**config.mk**
```make
export PLATFORM = sky130hd
export DESIGN_NAME = irda_frame_deframer_unit
export DESIGN_NICKNAME = d
export VERILOG_FILES = /design/src/hdl/ifd_pkg.sv /design/src/hdl/ifd_parser.sv /design/src/hdl/ifd_out_buf.sv /design/src/hdl/irda_frame_deframer_unit.sv
export SDC_FILE = /design/constraint.sdc
export NUM_CORES = 1
export LEC_CHECK = 0
export CAP_MARGIN = 20
export CORE_MARGIN = 5
export CORE_UTILIZATION = 53
export DETAILED_ROUTE_END_ITERATION = 12
export DONT_BUFFER_PORTS = 1
export GPL_ROUTABILITY_DRIVEN = 0
export PLACE_DENSITY = 0.68
export SETUP_SLACK_MARGIN = 0.05
export SKIP_CTS_REPAIR_TIMING = 1
export SLEW_MARGIN = 0
export SYNTH_ARGS = -nofsm -noshare
export SYNTH_HDL_FRONTEND = slang
export SYNTH_SLANG_ARGS = --single-unit
export TNS_END_PERCENT = 1
```
**constraint.sdc**
```tcl
create_clock -name clk_i -period 10.05 [get_ports clk_i]
set_input_delay 3.015 -clock clk_i [delete_from_list [all_inputs] [get_ports clk_i]]
set_output_delay 3.015 -clock clk_i [all_outputs]
set_load 0.05 [all_outputs]
```
**src/hdl/ifd_pkg.sv**
```systemverilog
// shared types and constants for the frame deframer
`default_nettype none

package ifd_pkg;

  localparam int unsigned ByteW = 8;
  localparam int unsigned LenW  = 16;
  localparam int unsigned CfgIdxW = 2;

  // configuration register indexes
  localparam logic [CfgIdxW-1:0] RegSync = 2'd0;
  localparam logic [CfgIdxW-1:0] RegOwn  = 2'd1;
  localparam logic [CfgIdxW-1:0] RegPeer = 2'd2;

  // configuration reset values
  localparam logic [ByteW-1:0] SyncRst = 8'd20;
  localparam logic [ByteW-1:0] OwnRst  = 8'd12;
  localparam logic [ByteW-1:0] PeerRst = 8'd0;

  typedef enum logic [2:0] {
    PhHunt  = 3'd0,
    PhDest  = 3'd1,
    PhSrc   = 3'd2,
    PhType  = 3'd3,
    PhLenHi = 3'd4,
    PhLenLo = 3'd5,
    PhData  = 3'd6
  } phase_e;

  typedef struct packed {
    logic [ByteW-1:0] payload_byte;
    logic [ByteW-1:0] frame_type;
    logic [LenW-1:0]  payload_len;
    logic             is_last;
    logic             is_empty;
  } result_t;

  typedef struct packed {
    logic    push;
    result_t res;
  } push_t;

endpackage

`default_nettype wire

```
**src/hdl/ifd_parser.sv**
```systemverilog
// header parser: config registers, parse phase and message counters
`default_nettype none

module ifd_parser (
  input  wire logic                        clk_i,
  input  wire logic                        rst_ni,
  input  wire logic                        cfg_we_i,
  input  wire logic [ifd_pkg::CfgIdxW-1:0] cfg_idx_i,
  input  wire logic [ifd_pkg::ByteW-1:0]   cfg_data_i,
  input  wire logic                        accept_i,
  input  wire logic [ifd_pkg::ByteW-1:0]   rx_data_i,
  output ifd_pkg::push_t                   push_o
);

  logic [ifd_pkg::ByteW-1:0] sync_q, own_q, peer_q;
  ifd_pkg::phase_e           phase_q, phase_d;
  logic [ifd_pkg::ByteW-1:0] type_q, type_d;
  logic [ifd_pkg::LenW-1:0]  len_q, len_d;
  logic [ifd_pkg::LenW-1:0]  cnt_q, cnt_d;

  always_ff @(posedge clk_i or negedge rst_ni) begin
    if (!rst_ni) begin
      sync_q <= ifd_pkg::SyncRst;
      own_q  <= ifd_pkg::OwnRst;
      peer_q <= ifd_pkg::PeerRst;
    end else if (cfg_we_i) begin
      unique case (cfg_idx_i)
        ifd_pkg::RegSync: sync_q <= cfg_data_i;
        ifd_pkg::RegOwn:  own_q  <= cfg_data_i;
        ifd_pkg::RegPeer: peer_q <= cfg_data_i;
        default: ;
      endcase
    end
  end

  always_ff @(posedge clk_i or negedge rst_ni) begin
    if (!rst_ni) begin
      phase_q <= ifd_pkg::PhHunt;
      type_q  <= '0;
      len_q   <= '0;
      cnt_q   <= '0;
    end else if (accept_i) begin
      phase_q <= phase_d;
      type_q  <= type_d;
      len_q   <= len_d;
      cnt_q   <= cnt_d;
    end
  end

  always_comb begin
    phase_d = phase_q;
    type_d  = type_q;
    len_d   = len_q;
    cnt_d   = cnt_q;
    push_o  = '0;
    unique case (phase_q)
      ifd_pkg::PhDest: phase_d = (rx_data_i == own_q) ? ifd_pkg::PhSrc : ifd_pkg::PhHunt;
      ifd_pkg::PhSrc:  phase_d = (rx_data_i == peer_q) ? ifd_pkg::PhType : ifd_pkg::PhHunt;
      ifd_pkg::PhType: begin
        type_d  = rx_data_i;
        phase_d = ifd_pkg::PhLenHi;
      end
      ifd_pkg::PhLenHi: begin
        len_d   = {rx_data_i, {ifd_pkg::ByteW{1'b0}}};
        phase_d = ifd_pkg::PhLenLo;
      end
      ifd_pkg::PhLenLo: begin
        len_d = {len_q[ifd_pkg::LenW-1:ifd_pkg::ByteW], rx_data_i};
        if (len_d == '0) begin
          // empty message gives a single closing result
          push_o.push             = 1'b1;
          push_o.res.payload_byte = '0;
          push_o.res.frame_type   = type_q;
          push_o.res.payload_len  = len_d;
          push_o.res.is_last      = 1'b1;
          push_o.res.is_empty     = 1'b1;
          phase_d                 = ifd_pkg::PhHunt;
        end else begin
          phase_d = ifd_pkg::PhData;
        end
      end
      ifd_pkg::PhData: begin
        cnt_d                   = cnt_q + ifd_pkg::LenW'(1);
        push_o.push             = 1'b1;
        push_o.res.payload_byte = rx_data_i;
        push_o.res.frame_type   = type_q;
        push_o.res.payload_len  = len_q;
        push_o.res.is_last      = (cnt_d >= len_q);
        push_o.res.is_empty     = 1'b0;
        if (push_o.res.is_last) phase_d = ifd_pkg::PhHunt;
      end
      default: begin
        // hunt, and the unused code
        if (rx_data_i == sync_q) begin
          cnt_d   = '0;
          phase_d = ifd_pkg::PhDest;
        end else begin
          phase_d = ifd_pkg::PhHunt;
        end
      end
    endcase
    // a result is only produced by a byte that is actually taken
    if (!accept_i) push_o.push = 1'b0;
  end

endmodule

`default_nettype wire

```
**src/hdl/ifd_out_buf.sv**
```systemverilog
// result register with one skid entry
`default_nettype none

module ifd_out_buf (
  input  wire logic       clk_i,
  input  wire logic       rst_ni,
  input  ifd_pkg::push_t  push_i,
  output logic            full_o,
  output logic            valid_o,
  input  wire logic       stall_i,
  output ifd_pkg::result_t res_o
);

  logic             main_vld_q, skid_vld_q;
  ifd_pkg::result_t main_q, skid_q;
  logic             pop;

  assign pop     = main_vld_q && !stall_i;
  assign valid_o = main_vld_q;
  assign res_o   = main_q;
  assign full_o  = skid_vld_q;

  always_ff @(posedge clk_i or negedge rst_ni) begin
    if (!rst_ni) begin
      main_vld_q <= 1'b0;
      skid_vld_q <= 1'b0;
    end else if (skid_vld_q) begin
      if (pop) skid_vld_q <= 1'b0;
    end else if (push_i.push) begin
      if (!main_vld_q || pop) main_vld_q <= 1'b1;
      else skid_vld_q <= 1'b1;
    end else if (pop) begin
      main_vld_q <= 1'b0;
    end
  end

  always_ff @(posedge clk_i) begin
    if (skid_vld_q) begin
      if (pop) main_q <= skid_q;
    end else if (push_i.push) begin
      if (!main_vld_q || pop) main_q <= push_i.res;
      else skid_q <= push_i.res;
    end
  end

endmodule

`default_nettype wire

```
**src/hdl/irda_frame_deframer_unit.sv**
```systemverilog
// top level of the receive frame deframer
//
// receive-side frame parser: one byte is taken per cycle while the skid entry
// is free, and each header or payload byte is handled in the cycle it is
// accepted by the phase register and a few byte compares plus a 16-bit count
// compare. a result is registered, in the skid entry if the output stalls.
// the output side is a result register backed by one skid entry, so bytes
// keep flowing while a result waits; in_stall_o rises only while the skid
// entry is occupied. configuration writes take effect on the next cycle and
// are meant for idle periods. no clearing pass is needed after reset.
`default_nettype none

module irda_frame_deframer_unit (
  input  wire logic                        clk_i,
  input  wire logic                        rst_ni,
  // configuration
  input  wire logic                        cfg_we_i,
  input  wire logic [ifd_pkg::CfgIdxW-1:0] cfg_idx_i,
  input  wire logic [ifd_pkg::ByteW-1:0]   cfg_data_i,
  // received bytes
  input  wire logic                        in_valid_i,
  output logic                             in_stall_o,
  input  wire logic [ifd_pkg::ByteW-1:0]   rx_data_i,
  // results
  output logic                             out_valid_o,
  input  wire logic                        out_stall_i,
  output logic [ifd_pkg::ByteW-1:0]        payload_byte_o,
  output logic [ifd_pkg::ByteW-1:0]        frame_type_o,
  output logic [ifd_pkg::LenW-1:0]         payload_len_o,
  output logic                             is_last_o,
  output logic                             is_empty_o
);

  logic             accept;
  ifd_pkg::push_t   push;
  ifd_pkg::result_t res;

  // a byte is taken whenever the skid entry is free
  assign accept = in_valid_i && !in_stall_o;

  ifd_parser u_parser (
    .clk_i      (clk_i),
    .rst_ni     (rst_ni),
    .cfg_we_i   (cfg_we_i),
    .cfg_idx_i  (cfg_idx_i),
    .cfg_data_i (cfg_data_i),
    .accept_i   (accept),
    .rx_data_i  (rx_data_i),
    .push_o     (push)
  );

  ifd_out_buf u_out_buf (
    .clk_i   (clk_i),
    .rst_ni  (rst_ni),
    .push_i  (push),
    .full_o  (in_stall_o),
    .valid_o (out_valid_o),
    .stall_i (out_stall_i),
    .res_o   (res)
  );

  // result fields straight from the result register
  assign payload_byte_o = res.payload_byte;
  assign frame_type_o   = res.frame_type;
  assign payload_len_o  = res.payload_len;
  assign is_last_o      = res.is_last;
  assign is_empty_o     = res.is_empty;

endmodule

`default_nettype wire

```
# After elaboration in Yosys (flattened, before gate mapping)
# Cells that the tools add are included.
[word_totals] regBits=137 out_inout_bits=36
[classes] n_addsub=1 order_cmp=1 eq_ne=14 n_mux=23 bitwise_logic=4 n_reduce_logical=25
[op_table] operator="$mux W34" n=4
[op_table] operator="$pmux W35 S2" n=1
[op_table] operator="$pmux W16 S2" n=2
[op_table] operator="$mux W35" n=1
[op_table] operator="$eq A8 B8 Y1" n=3
[op_table] operator="$pmux W3 S6" n=1
[op_table] operator="$add A16 B1 Y16 const B" n=1
[op_table] operator="$ge A16 B16 Y1" n=1
[op_table] operator="$logic_not A16 Y1" n=1
[op_table] operator="$mux W16" n=1
[op_table] operator="$reduce_and A3 Y1" n=5
[op_table] operator="$reduce_and A2 Y1" n=6
[op_table] operator="$reduce_bool A2 Y1" n=5
[op_table] operator="$eq A3 B3 Y1 const B" n=3
[op_table] operator="$mux W1" n=9
[op_table] operator="$eq A3 B2 Y1 const B" n=2
[op_table] operator="$mux W3" n=2
[op_table] operator="$reduce_or A5 Y1" n=1
[op_table] operator="$mux W2" n=2
[op_table] operator="$ne A2 B1 Y1 const B" n=2
[op_table] operator="$not A1 Y1" n=4
[op_table] operator="$eq A3 B1 Y1 const B" n=1
[op_table] operator="$logic_not A1 Y1" n=3
[op_table] operator="$eq A2 B1 Y1 const B" n=1
[op_table] operator="other kinds (5)" n=6

# Logic depth before layout (Yosys ltp)
# Gate-level depths: netlist of the first run.
[logic_depth] word_depth=6 depth_mapped=11 depth_no_buf=10

# Cells and area by module
# From an unflattened synthesis of the first run, not the netlist that was laid out.
[hier_totals] cells_unflattened=518 hier_area_um2=6647.6
[by_module_without_submodules] module="ifd_parser" instances=1 cells_each=399 area_each_um2=4008.8 seq_area_each_um2=1681.6
[by_module_without_submodules] module="ifd_out_buf" instances=1 cells_each=118 area_each_um2=2625.0 seq_area_each_um2=2092.0
[by_module_without_submodules] module="irda_frame_deframer_unit" instances=1 cells_each=1 area_each_um2=13.8 seq_area_each_um2=0.0

# Least setup slack after synthesis of the first run
# Ideal clock, no wire load.
[synth_timing] kind="input to register" start="in rx_data_i[7] (netlist name)" end="reg u_out_buf.main_q, in the netlist u_out_buf.res_o[0] (enable)" setup_time_ps=435 t_arrival_ps=5662 t_required_ps=9615 slack_ps=3953 cell_stages=7 n_path_buf=2 cell_sequence="buf_4 > nor4_4 > nand4_2 > o21ai_4 > buf_6 > nand2_1 > a21boi_1"
[synth_between] elab_chain_len=6
[synth_lines] element="start, declared" line_no="irda_frame_deframer_unit.sv:23" source="input wire logic [ifd_pkg::ByteW-1:0] rx_data_i,"
[synth_lines] element="$logic_not A16 Y1" line_no="ifd_parser.sv:69" source="if (len_d == '0) begin"
[synth_lines] element="$mux W35" line_no="ifd_parser.sv:69"
[synth_lines] element="$pmux W35 S2" line_no="ifd_parser.sv:56" source="unique case (phase_q)"
[synth_lines] element="$mux W1" line_no="ifd_parser.sv:103" source="if (!accept_i) push_o.push = 1'b0;"
[synth_lines] element="$reduce_bool A2 Y1 (no line)"
[synth_lines] element="$reduce_and A3 Y1 (no line)"
[synth_lines] element="end signal, assigned" line_no="ifd_out_buf.sv:39" source="if (pop) main_q <= skid_q;"
[synth_lines] element="end signal, assigned" line_no="ifd_out_buf.sv:41" source="if (!main_vld_q || pop) main_q <= push_i.res;"
[synth_lines] element="end, declared" line_no="ifd_out_buf.sv:15" source="ifd_pkg::result_t main_q, skid_q;"
# Every way passes these cells.
# A chain may end at the register's enable or synchronous reset.

# Worst setup path in the final report of the first run
[layout_timing] start="in rx_data_i[5] (netlist name)" end="reg u_out_buf.skid_q[25] (netlist name) (enable)"
[layout_between] elab_chain_len=5
[layout_lines] element="$logic_not A16 Y1" line_no="ifd_parser.sv:69"
[layout_lines] element="$mux W35" line_no="ifd_parser.sv:69"
[layout_lines] element="$pmux W35 S2" line_no="ifd_parser.sv:56"
[layout_lines] element="$mux W1" line_no="ifd_parser.sv:103"
[layout_lines] element="$reduce_and A3 Y1 (no line)"
[layout_lines] element="end signal, assigned" line_no="ifd_out_buf.sv:42" source="else skid_q <= push_i.res;"
[layout_lines] element="end, declared" line_no="ifd_out_buf.sv:15"
# Every way passes these cells.

==> results of run 1 <==
-- layout by cell type, fill, tap and decap left out, types with 3 or more instances in the layout --
| cell | instances |
|---|---|
| a31oi_1 | 13 |
| buf_4 | 3 |
| mux2_2 | 63 |
| nand2_1 | 53 |
| and2_1 | 10 |
| dfrtp_1 | 64 |
| nor2b_1 | 3 |
| and3_1 | 4 |
| clkinv_2 | 4 |
| nand4_1 | 12 |
| and2_4 | 8 |
| and2_2 | 9 |
| dfstp_2 | 4 |
| ha_1 | 17 |
| xor2_1 | 7 |
| clkbuf_16 | 17 |
| nand3_1 | 12 |
| nor4_1 | 3 |
| a21oi_1 | 11 |
| nor2_1 | 21 |
| o31ai_1 | 8 |
| nor3_1 | 5 |
| edfxtp_1 | 68 |
| bufinv_16 | 4 |
| o221ai_1 | 3 |
| o21ai_0 | 20 |
| xnor2_1 | 31 |
| inv_1 | 27 |
-- how the worst max path moves through the flow --
stage / start / endpoint / slack (ns) / cells after the start
after global placement: rx_data_i[1] / u_out_buf.res_o[31] / 4.70 / 5
after global routing: rx_data_i[5] / u_out_buf.skid_q[29] / 5.08 / 6
after floorplan: rx_data_i[7] / u_out_buf.res_o[0] / 3.95 / 7
after detailed placement: rx_data_i[5] / u_out_buf.res_o[9] / 4.59 / 5
after CTS: rx_data_i[5] / u_out_buf.res_o[10] / 5.00 / 5
final: rx_data_i[5] / u_out_buf.skid_q[25] / 5.26 / 6
-- cell type report --
class,count,share of cell area
clock buffers,18,0.0585
clock inverters,14,0.0246
inverters,27,0.0138
multi-input cells,345,0.354
flip-flops and latches,137,0.515
well taps,168,0.0287
repair buffers,4,0.00580
-- state kept, by name, summed over array words and instances, names as in the netlist --
name / flops
u_out_buf.valid_o: 1
u_parser.len_q: 16
u_parser.cnt_q: 16
u_parser.peer_q: 8
u_parser.phase_q: 3
u_out_buf.skid_q: 34
u_parser.sync_q: 8
u_parser.own_q: 8
u_out_buf.res_o: 34
u_out_buf.full_o: 1
u_parser.type_q: 8
-- where the power goes --
group	switching [uW]	internal, uW
Clock	229	412
Combinational	332	267
Sequential	294	785
Total	856	1460
-- cells by family after synthesis --
group,Yosys count,synth area share
flops,137,0.570
compound gates,67,0.0653
mux,66,0.112
fa+ha+maj,17,0.0322
xor+xnor,38,0.0503
buf+inv,55,0.0392
simple gates,157,0.131
-- stage by stage --
| stage | total power (uW) | instances | worst slack (ns) |
|---|---|---|---|
| 6_report | 2320 | 713 | 5.26 |
| 5_1_grt | 2450 | 713 | 5.08 |
| 4_1_cts | 2330 | 712 | 5.00 |
| 3_5_place_dp | 1680 | 680 | 4.59 |
| 3_3_place_gp | 1650 | 680 | 4.70 |
| 2_1_floorplan | 1530 | 537 | 3.95 |
-- layer usage --
metal	up-vias	global-route usage	share of wire
li1	1905	-	-
met1	2024	0.275	0.47
met2	124	0.298	0.45
met3	25	0.0511	0.051
met4	0	0.0791	0.025
met5	-	0	0
-- critical path: cells and delay by family --
kind	cells	cell delay [ns]
and+or+nand+nor	4	1.02
buffers and inverters	1	0.41
AOI/OAI and AO/OA	1	0.39
==> results.md, run 1 <==
Outcome:
- The run finished with clean final reports.

Detailed routing:
- The routed wirelength normalized by instance count is 19.0 um.
- The wire length reported by the detailed router is 13500 um.
- The count of vias placed by the detailed router is 4078.
- The count of nets left with antenna violations once routing finished came out at 0.
- The number of design-rule violations left by the first detailed-router iteration is 300.
- After detailed routing, the number of remaining DRC violations is 0.
- The number of detailed-routing iterations run before antenna repair is 4.
- The average via count per standard cell is 5.72.

Logic synthesis:
- The total number of yosys warnings is 0.
- Each instance of the synthesized netlist takes up on average 12.3 um^2.
- Yosys attributes the largest share of cell area to edfxtp_1, dfrtp_1, mux2_2.
- The share of the Yosys chip area taken by registers is 0.570.
- Among all flip-flop cells after synthesis, the most frequent one is edfxtp_1.
- The share of flip-flops with an asynchronous set or reset after synthesis is 0.504.
- The synthesized design contains 68 enable-type register cells.
- The synthesis-stage register bit count is 137.
- By count the netlist is led by edfxtp_1, dfrtp_1, mux2_2.
- The most numerous cell in the Yosys netlist is edfxtp_1.
- The cell taking the most area after synthesis is edfxtp_1.
- Counting distinct cell types in the post-synthesis netlist gives 51.
- The gate count of the mapped netlist is 537.
- The share of synthesized area in the top cell type comes to 0.309.
- The synthesized netlist net count is 577.
- The combined area of all synthesized cells is 6620 um^2.

Global routing:
- The global-route wire length before repair is 22300 um.
- For this run, the total global-route usage over all layers was measured as 0.198.
- The final global-route overflow total is 0.
- The number of global-route vias before repair came to 4163.
- The number of antenna violations at the first check in global routing is 0.
- Entering global routing, the biggest net connects 70 pins.

Clock network:
- The clock sink count is 137.
- The H-tree depth is 4.
- The total clock buffers created by CTS is 17.
- The clock tree buffer depth is 2.
- The later-pin clock latency in the skew report is 0.42 ns.
- After clock tree synthesis, the clock-pin slew on the worst setup and hold paths is 0.06 ns.
- The cell at the root of the clock tree is clkbuf_16.
- The clock tree from TritonCTS is yes.

Timing:
- The worst path needs 4.79 ns of the cycle, external delays included.
- In the final timing run, aggregate negative setup slack is 0 ns.
- The remaining max-slew budget at the tightest pin is 0.319.
- The max-slew violation count is 0.
- Setup repair after global routing left no endpoint under its margin.
- The hold violation count in the final report came to 0.
- The slew of the pin with the lowest slew margin is 1.01 ns.
- The total of endpoints with negative setup slack in the final report is 0.
- The post-route clock skew is 0.00515 ns.
- The tightest hold path in the finished design has a slack of 0.490 ns.
- The timing-limited maximum frequency is 0.209 GHz.
- The share of the clock period used by the worst path is 0.477.

Worst setup path:
- The arrival time reported for the critical path endpoint is 4.87 ns.
- The worst setup path is captured at a flip-flop.
- The depth of the worst register-to-register path is 10.
- The endpoint identified for the worst register-to-register timing path is u_out_buf.res_o[1].
- In this design, the stage delay of the slowest critical-path cell is 0.41 ns.
- The setup check on the worst reg-to-reg path leaves a slack of 6.73 ns.
- In this run the critical register-to-register path is launched from u_parser.cnt_q[2].
- The critical path is of the input pin to flip-flop type.
- The largest fanout of any net on the critical path is 29.
- The signal on the critical path passes through nor4_4 -> nand4_2 -> o21ai_4 -> nand2_1 -> nor2_2 -> buf_4.
- The nature of the critical path startpoint is an input pin.
- The highest-delay cell along the critical path is buf_4.
- The critical path required time is 10.13 ns.

Pwr:
- The analysis attributes to cell leakage a power of 0.00289 uW.
- IR analysis of the VDD net gives a maximum drop of 0.158 mV.
- The ratio of total power to cell area is 316 nW/um^2.

Final layout:
- The number of antenna diodes in the final layout is 0.
- The area of all placed cells without fillers is 7330 um^2.
- The number of fill cells is 996.
- The sequential cells in the finished layout cover a total of 3770 um^2.
- Compared with the post-synthesis result, the final layout area differs by 10.9%.
- The net count of the finished layout is 572.
- At the end of the flow the core is filled with cells to 0.606.
- In the final layout, the multi-input gates occupy 2600 um^2.
- The fraction of layout instances using a drive strength above 1 is 0.239.

Floorplan:
- 59 I/O pins were placed.
- The height of the die is 122 um.
- The floorplan has 40 rows.
- For this configuration, the core starts out at a cell density of 0.546.
- The die covers 14800 um^2.
- The region available for standard cell placement spans 12100 um^2.
- The x dimension of the die is 122 um.

Worst hold path:
- In this run the most critical hold path is launched from u_parser.len_q[3].
- The worst hold path endpoint is u_parser.len_q[3].
- The hold path depth is 2.
- The tightest min-delay check is of the flip-flop to flip-flop type.

Placement:
- Summing all placed instances gives a cell area of 6710 um^2.
- The number of buffers added on ports is 0.
- The HPWL after detailed placement is 9400 um.

Run:
- The max-cap check violation count is 0.
Note: power is estimated with default switching activity, not from simulation.
==> run 2, diff against run 1 <==
Clock period 10.05 ns to 4.95 ns, I/O delays scaled along.
==> run 2 against run 1 <==
Clock-buffer cell count is 7 higher. Non-clock buffer count unchanged. Via count shrank 0.96%. Global-route usage fell by 0.17 points. Worst hold slack worse by 0.0057 ns. Clock power increased by 120%. Worst setup slack lost 3.7 ns. Cell area up 0.85%. Critical path depth is the same. Total power rose by 110%.
==> results.md, run 2 (synthesized netlist as in run 1, its figures left out) <==
Outcome:
- The run finished with clean final reports.

Pwr:
- The maximum vdd drop was 0.280 mV (+77%).
- The switching share of power is 0.361 (-0.00848).
- The power share of the sequential group is 0.458 (-0.007).
- The switching power came to 1730 uW (+100%).
- The ratio of total power to cell area is 648 nW/um^2 (+100%).
- The combinational share of power is 0.253 (-0.005).
- The part of the total power dissipated in the clock network is 0.289 (+0.013).
- The standby leakage power came to 0.00291 uW (+0.95%).
- The cell-internal power is 3060 uW (+110%).

Run:
- The max-cap check violation count was 0 (unchanged).

Worst setup path:
- The worst setup slack for register-to-register paths is 1.73 ns (-5.00 ns).
- The launch point of the worst path is rx_data_i[5].
- The worst setup path is of the input pin to flip-flop kind.
- The arrival time reported for the critical path endpoint came to 3.50 ns (-1.37 ns).
- STA classifies the critical path endpoint as a flip-flop.
- The worst register-to-register path begins at u_parser.cnt_q[2].
- The cell count along the critical path is 6 (unchanged).
- The worst setup path is launched from an input pin.
- The depth of the worst register-to-register path is 10 (unchanged).
- The critical path required time is 5.05 ns (-5.08 ns).
- The largest fanout of any net on the critical path is 18 (-38%).
- The sum of buffers and inverters on the critical path is 1 (unchanged).
- The worst register-to-register path ends at u_out_buf.skid_q[1].
- The most critical setup path has its endpoint at u_out_buf.res_o[25].
- The signal on the critical path passes through nor4_4 -> nand4_2 -> o21ai_4 -> nand2_1 -> a21boi_4 -> buf_4.
- Broken down by cell family, the worst path's largest delay share belongs to compound AO/OA/AOI/OAI gates.
- On the critical path, the stage with the largest delay is an instance of a21boi_4.
- The delay of the slowest critical-path stage is 0.52 ns (+0.11 ns).

Floorplan:
- The count of boundary I/O pins is 59 (unchanged).
- The full die area is 14800 um^2 (unchanged).
- The row count is 40 (unchanged).
- The core outline area is 12100 um^2 (unchanged).
- The starting utilization of the core area is 0.546 (unchanged).
- The x dimension of the die is 122 um (unchanged).
- The height of the die is 122 um (unchanged).

Clock network:
- The later-pin clock latency in the skew report is 0.41 ns (about the same).
- The H-tree depth is 4 (unchanged).
- The clock tree from TritonCTS is yes.
- The clock tree buffer depth is 2 (unchanged).
- The clock sink count is 137 (unchanged).
- The clock transition at the registers of the reported paths is 0.06 ns (about the same).
- The tree is rooted in a clkbuf_16.
- The total clock buffers created by CTS is 17 (unchanged).

Detailed routing:
- The routed wire length on met3 came to 722 um (+4.8%).
- The routed wirelength normalized by instance count came to 18.6 um (-1.8%).
- The number of detailed-routing iterations run before antenna repair is 5 (+1).
- The DRC violation count after routing is 0 (unchanged).
- The wire length reported by the detailed router is 13300 um (-1.8%).
- The uppermost metal layer occupied by signal nets is met4.
- The final antenna-violating net count is 0 (unchanged).
- The count of vias placed by the detailed router was 4039 (-0.96%).
- The number of design-rule violations left by the first detailed-router iteration is 295 (-1.7%).
- The wire length on met2 is 5950 um (-2.1%).
- The routed metal-1 wire length is 6190 um (-3.4%).
- The average via count per standard cell was 5.66 (-0.96%).

Global routing:
- The aggregate global-route resource usage was 0.196 (-0.00165).
- The pin count of the biggest net entering global routing came to 70 (unchanged).
- The number of antenna violations at the first check in global routing is 0 (unchanged).
- The number of global-route vias before repair is 4159 (-0.096%).
- The final global-route overflow total is 0 (unchanged).
- The global-route wire length before repair is 22300 um (about the same).

Timing:
- The slew of the pin with the lowest slew margin is 0.930 ns (-0.0840 ns).
- In the finished design, the share of the clock period the worst path needs comes to 0.688.
- The remaining max-slew budget at the tightest pin is 0.375 (+0.0565).
- The max-slew violation count is 0 (unchanged).
- The post-route clock skew was 0.00718 ns (+0.00204 ns).
- The total of endpoints with negative setup slack in the final report is 0 (unchanged).
- Setup repair after global routing left no endpoint under its margin.
- Counting I/O delays and the setup requirement, the final critical path takes 3.40 ns.
- The timing-limited maximum frequency is 0.294 GHz.
- The final total negative setup slack came to 0 ns (unchanged).
- The hold violation count in the final report came to 0 (unchanged).

Worst hold path:
- The worst hold path begins at u_parser.len_q[5].
- The hold path depth came to 2 (unchanged).
- The min-delay analysis places its worst path in the category flip-flop to flip-flop.

Final layout:
- In the layout the commonest cells are edfxtp_1, dfrtp_1, mux2_2.
- The area of all placed cells without fillers is 7400 um^2 (+0.85%).
- The fraction of layout instances using a drive strength above 1 is 0.240 (+0.00183).
- The total inserted antenna cells came to 0 (unchanged).
- The final core utilization is 0.611 (+0.00516).
- The net count of the finished layout is 572 (unchanged).
- The area growth from synthesis to final layout is 11.8%.
- The leading cell type in the layout, fill and taps excluded is edfxtp_1.

Placement:
- The post-detailed-placement cell area is 6710 um^2 (unchanged).
- The number of buffers added on ports was 0 (unchanged).
- The final HPWL from detailed placement is 9430 um (+0.31%).
==> run 2: routing by layer <==
metal,GRT usage,vias up
li1,-,1915
met1,0.271,1970
met2,0.285,124
met3,0.0566,30
met4,0.0966,0
met5,0,-
==> run 2: per-stage QoR <==
step | power, uW | instances | hold WS, ns | setup WS, ns
2_1_floorplan | 3100 | 537 | 0.450 | 0.383
3_3_place_gp | 3360 | 680 | 0.473 | 1.20
3_5_place_dp | 3400 | 680 | 0.481 | 1.11
4_1_cts | 4810 | 712 | 0.494 | 1.53
5_1_grt | 5070 | 713 | 0.520 | 1.32
6_report | 4790 | 713 | 0.484 | 1.55
==> run 2: layout make-up <==
type / instances / area, um^2
repair buffers: 4 / 42.5
fillers: 970 / 4710
multi-input cells: 345 / 2600
flip-flops and latches: 137 / 3770
well taps: 168 / 210
clock buffers: 25 / 549
clock inverters: 7 / 123
inverters: 27 / 101
==> run 2: power groups by stage <==
stage / combinational, uW / clock (uW) / sequential (uW)
after global placement: 1100 / 0 / 2260
after floorplan: 1000 / 0 / 2090
after global routing: 1370 / 1460 / 2230
after detailed placement: 1140 / 0 / 2260
after CTS: 1160 / 1410 / 2250
final: 1210 / 1390 / 2190
==> run 2: how the worst min path moves through the flow <==
stage,end
2_1_floorplan,u_parser.len_q[1]
3_3_place_gp,u_parser.len_q[6]
3_5_place_dp,u_parser.len_q[5]
4_1_cts,u_parser.len_q[5]
5_1_grt,u_parser.len_q[5]
6_report,u_parser.len_q[5]
==> run 2: tightest hold or removal path, delay by kind of cell (launching register included) <==
kind,cells,cell delay (ns)
and+or+nand+nor,1,0.05
AOI/OAI and AO/OA,1,0.06
DFF,1,0.34
